## src/hdl/oust_pkg.sv

```systemverilog
// Shared types, sizes and codes for the ordered unique set table.
// Used by every module in the block; depends on nothing else.
package oust_pkg;

	// Table size and derived widths.
	localparam int CAPACITY = 256;
	localparam int POS_W    = $clog2(CAPACITY);
	localparam int CNT_W    = $clog2(CAPACITY + 1);

	// Field widths of the beats.
	localparam int CMD_W       = 2;
	localparam int VAL_W       = 32;
	localparam int IDX_W       = 8;
	localparam int STAT_W      = 3;
	localparam int COUNT_OUT_W = 9;
	localparam int IN_TDATA_W  = 40;
	localparam int OUT_TDATA_W = 48;
	localparam int OUT_PAD_W   = OUT_TDATA_W - (STAT_W + 1 + VAL_W + COUNT_OUT_W);

	// Width used to compare a read index with a cell number.
	localparam int IDX_CW = (POS_W > IDX_W) ? POS_W : IDX_W;

	// Grouping of the match reduction tree.
	localparam int GRP_SIZE = 16;
	localparam int GRP_W    = $clog2(GRP_SIZE);
	localparam int NGRP     = (CAPACITY + GRP_SIZE - 1) / GRP_SIZE;
	localparam int PAD_N    = NGRP * GRP_SIZE;
	localparam int SUM_W    = POS_W + GRP_W;

	typedef logic signed [VAL_W-1:0] data_t;

	typedef enum logic [CMD_W-1:0] {
		CMD_INSERT,
		CMD_DELETE,
		CMD_LOOKUP,
		CMD_READAT
	} cmd_t;

	typedef enum logic [STAT_W-1:0] {
		STAT_OK,
		STAT_DUP,
		STAT_FULL,
		STAT_ABSENT,
		STAT_BADIDX
	} status_t;

	// Control broadcast from the sequencer to every cell.
	typedef struct packed {
		cmd_t             cmd;
		data_t            value;
		logic [IDX_W-1:0] index;
		logic [CNT_W-1:0] count;
		logic             insert_en;
		logic             delete_en;
		logic [POS_W-1:0] pos;
	} cell_ctrl_t;

endpackage

```

## src/hdl/oust_cell.sv

```systemverilog
// One storage cell of the table: holds an entry, compares it with the current beat
// and takes its upper neighbour's entry when a deletion closes a gap. Uses oust_pkg.
module oust_cell (
	input  logic                     clk,
	input  oust_pkg::cell_ctrl_t     ctrl,
	input  logic [oust_pkg::POS_W-1:0] cell_num,
	input  oust_pkg::data_t          next_entry,
	output oust_pkg::data_t          entry,
	output logic                     hit_s1
);
	import oust_pkg::*;

	data_t entry_q;
	logic  occupied;
	logic  idx_match;
	logic  at_tail;

	// The cell holds a live entry while its number is below the count.
	assign occupied  = CNT_W'(cell_num) < ctrl.count;
	assign idx_match = IDX_CW'(ctrl.index) == IDX_CW'(cell_num);
	assign at_tail   = CNT_W'(cell_num) == ctrl.count;

	// Registered match: position match for read-at, value match otherwise.
	always_ff @(posedge clk) begin
		if (ctrl.cmd == CMD_READAT) begin
			hit_s1 <= occupied && idx_match;
		end else begin
			hit_s1 <= occupied && (entry_q == ctrl.value);
		end
	end

	// Append at the tail, or shift down from the neighbour above the deleted place.
	always_ff @(posedge clk) begin
		if (ctrl.insert_en && at_tail) begin
			entry_q <= ctrl.value;
		end else if (ctrl.delete_en && (cell_num >= ctrl.pos)) begin
			entry_q <= next_entry;
		end
	end

	assign entry = entry_q;

endmodule

```

## config.mk

```make
export PLATFORM = sky130hd
export DESIGN_NAME = oust_cell
export DESIGN_NICKNAME = d
export VERILOG_FILES = /design/src/hdl/oust_pkg.sv /design/src/hdl/oust_cell.sv
export SDC_FILE = /design/constraint.sdc
export NUM_CORES = 1
export LEC_CHECK = 0
export BUFFER_PORTS_ARGS = -buffer_cell sky130_fd_sc_hd__clkbuf_2
export CORE_MARGIN = 10
export CORE_UTILIZATION = 45
export DETAILED_ROUTE_END_ITERATION = 6
export GPL_TIMING_DRIVEN = 0
export PLACE_DENSITY = 0.85
export SLEW_MARGIN = 20
export SYNTH_ARGS = -nofsm -noshare
export SYNTH_HDL_FRONTEND = slang
export SYNTH_SLANG_ARGS = --single-unit
```

## constraint.sdc

```tcl
create_clock -name clk -period 4.9 [get_ports clk]
set_input_delay 0.98 -clock clk [delete_from_list [all_inputs] [get_ports clk]]
set_output_delay 0.98 -clock clk [all_outputs]
set_load 0.1 [all_outputs]
```

==> summary.txt <==
Status
  – Status: finished, final reports clean

Placement
  – Post-DP HPWL: 5650 um
  – DP Cell Count: 378
  – IO Port Bufs: about 130
  – GPL Wtd Cong: 0.806
  – Area after DPL: 0.00298 mm^2

Layout
  – Layout cell share with drive strength beyond 1: 54.9%
  – # diodes: 0
  – Nets: 436
  – Post-route cell area: 0.00306 mm^2
  – Final cell count without fillers: 386
  – Area growth syn-to-layout: 37.6%

Floorplan
  – Top Ports: about 140
  – Core box area: ~0.0048 mm^2
  – Die width: 90.4 um
  – Initial Util: a little under half
  – Rows: 25
  – Die area: 0.00816 mm^2
  – Die height: 90.4 um

Synthesis
  – Syn Nets: 295
  – Cell count after synthesis: 177
  – Post-synthesis sequential area ratio: about 44%
  – Mapped Area: 0.00223 mm^2
  – Syn avg cell area: 12.6 um^2
  – Yosys cell types: 23
  – #FFs+latches synth: 33
  – Ys Warns: 0

Power
  – Power Dens Cells: 299 mW/mm^2
  – Comb pwr share: 39.2%
  – Pint: approximately 0.00054 W
  – Sw Ratio: between 40% and 50%
  – Sequential share of power: between 30% and 40%
  – Net Switching: 0.000380 W
  – Peak VDD IR: 0.209 mV
  – Total power: approximately 0.00092 W
  – Clock power share: 21.5%
  – Lkg Pwr: 1.40 nW

STA
  – Tmin final: approximately 3 ns
  – Max Clock Skew: about 0.0011 ns
  – Post-Route Setup TNS: 0 ns
  – Final Hold Vio Count: 0
  – Unrepaired setup endpoints after global routing: false
  – Min Hold Slack: slightly above 0.8 ns
  – Count of final setup violators: 0
  – Slew Limit Fails: 0
  – Final period utilization: 61.0%
  – Relative slew slack: roughly 48%
  – F_max: 335 MHz
  – Least-Margin Pin Slew: 0.773 ns

Clocking
  – Post-CTS setup repair buffer count: 0
  – CTS tree: built
  – Clock buffer count from CTS: 5
  – Worst-path clk slew: 0.07 ns
  – Clk sink count: 33
  – Clk Latency, worst-skew pair: 0.28 ns
  – H-tree depth: 2
  – CTS Root Cell: clkbuf_8
  – Resize count post-CTS: 0
  – Cts-stage hold buffer count: 0
  – Max clock buf depth: 2

Setup path
  – Arrival @ worst endpoint: 2.90 ns
  – R2r worst-path depth: 5
  – Worst Setup Start Kind: input pin
  – Critical path class: input pin to register
  – Reg2reg end: hit_s1
  – Crit-path max FO: 32
  – Required time of the critical path: roughly 4.8 ns
  – Critical Path Sink Type: register
  – R2r startpoint: entry[30]
  – Internal reg-to-reg setup slack: 3.52 ns

Detailed routing
  – DR vias: 1,868
  – Residual DRC: 0
  – Metal2 WL: 3320 um
  – Vias per inst: 4.84
  – DRT antenna net count: 0
  – Number of DRC markers after the initial detailed-route iteration: 30
  – Drt total wl: 6630 um
  – Highest routed layer: met4
  – Metal3 WL: 764 um
  – Metal-1 WL: 2490 um
  – Wire per inst: 17.2 um
  – Initial DRT Pass Iterations: 4

Min path
  – Hold path start: entry[14]
  – Worst hold path class: register to register
  – Hold Path Stages: 5
  – Worst Hold End: hit_s1

Run
  – Max_cap viols: 0

Global route
  – Largest net degree at the start of global routing: 33
  – Total GRT Usage: 16.1%
  – Vias in the first global route: 2,172
  – Overflow left after global routing: 0
  – First-pass GRT wire length: approximately 11,000 um
  – Initial antenna violation count: 0
## metrics by stage
stage	utilization (%)	worst slack (ns)
floorplan	-	1.81
detailed placement	62.7	1.55
global route	64.4	1.74
global placement	62.7	1.13
CTS	64.4	1.85
finish	64.4	1.91
## logic make-up after synthesis
group,Yosys count,share of synthesized area [%]
xor+xnor,40,15.7
flops,33,44.0
mux,32,16.2
simple gates,23,6.57
buf+inv,19,4.21
fa+ha+maj,16,8.99
compound gates,14,4.27
## cells in the final DEF (no fill, tap or decap), types with 2 or more instances in the layout
cell	Yosys	layout
nand2b_1	2	2
nand2_1	2	2
inv_1	16	16
nor4_1	2	2
mux2_1	2	2
clkbuf_2	0	134
buf_6	3	3
mux2_2	30	30
ha_1	16	16
clkbuf_8	0	5
nand4_1	12	12
edfxtp_1	32	32
a21o_1	5	4
a211oi_1	2	2
nor2_1	2	2
clkinv_1	0	2
a21oi_1	3	3
xnor2_1	40	40
## metal layers
layer | up-vias | track usage (%)
met4 | 0 | 3.58
met3 | 5 | 8.48
met2 | 87 | 28.9
met1 | 844 | 16.0
li1 | 932 | -
met5 | - | 0
## cell type report
type | instances | area [um^2]
Clock buffer | 5 | 68.8
Inverter | 16 | 60.1
Buffer | 3 | 33.8
Multi-Input combinational cell | 125 | 1150
Fill cell | 431 | 1690
Clock inverter | 3 | 12.5
Timing Repair Buffer | 134 | 671
Tap cell | 67 | 83.8
Sequential cell | 33 | 981
## worst max-delay path, cell delays in order
cell and delay (ns):
clkbuf_2 0.12, ha_1 0.30, nand3_1 0.14, nor4_4 0.49, buf_6 0.24, a21o_2 0.62
## power by group through the flow
stage	Combinational [W]	Clock [W]	Sequential (W)
2_1_floorplan	0.0000818	0	0.000553
3_3_place_gp	0.000357	0	0.000365
3_5_place_dp	0.000361	0	0.000366
4_1_cts	0.000362	0.000203	0.000361
5_1_grt	0.000381	0.000214	0.000364
6_report	0.000359	0.000197	0.000360
## cells in the mapped netlist
cell | instances | area [um^2]
xnor2_1 | 40 | 350
edfxtp_1 | 32 | 961
mux2_2 | 30 | 338
ha_1 | 16 | 200
inv_1 | 16 | 60.1
nand4_1 | 12 | 75.1
a21o_1 | 5 | 37.5
a21oi_1 | 3 | 15.0
buf_6 | 3 | 33.8
a211oi_1 | 2 | 15.0
mux2_1 | 2 | 22.5
nand2_1 | 2 | 7.51
nand2b_1 | 2 | 12.5
nor2_1 | 2 | 7.51
nor4_1 | 2 | 12.5
a31oi_1 | 1 | 6.26
dfxtp_1 | 1 | 20.0
nand3_1 | 1 | 5.00
nor3_1 | 1 | 5.00
nor4_4 | 1 | 21.3
o21ai_0 | 1 | 5.00
o221ai_1 | 1 | 8.76
o31ai_1 | 1 | 7.51
## worst max-delay path by stage
stage                      startpoint        to  cells past startpoint
after detailed placement  cell_num[7]  entry[7]                      6
after floorplan              ctrl[17]  entry[0]                      6
after global routing      cell_num[6]  entry[1]                      6
after CTS                 cell_num[7]  entry[7]                      6
after global placement    cell_num[7]  entry[2]                      6
final                     cell_num[7]  entry[9]                      6
## sequential cells by signal, indices dropped and copies added, names as in the netlist
name	flops
hit_s1	1
entry	32
Power figures use the tool's default switching activity.
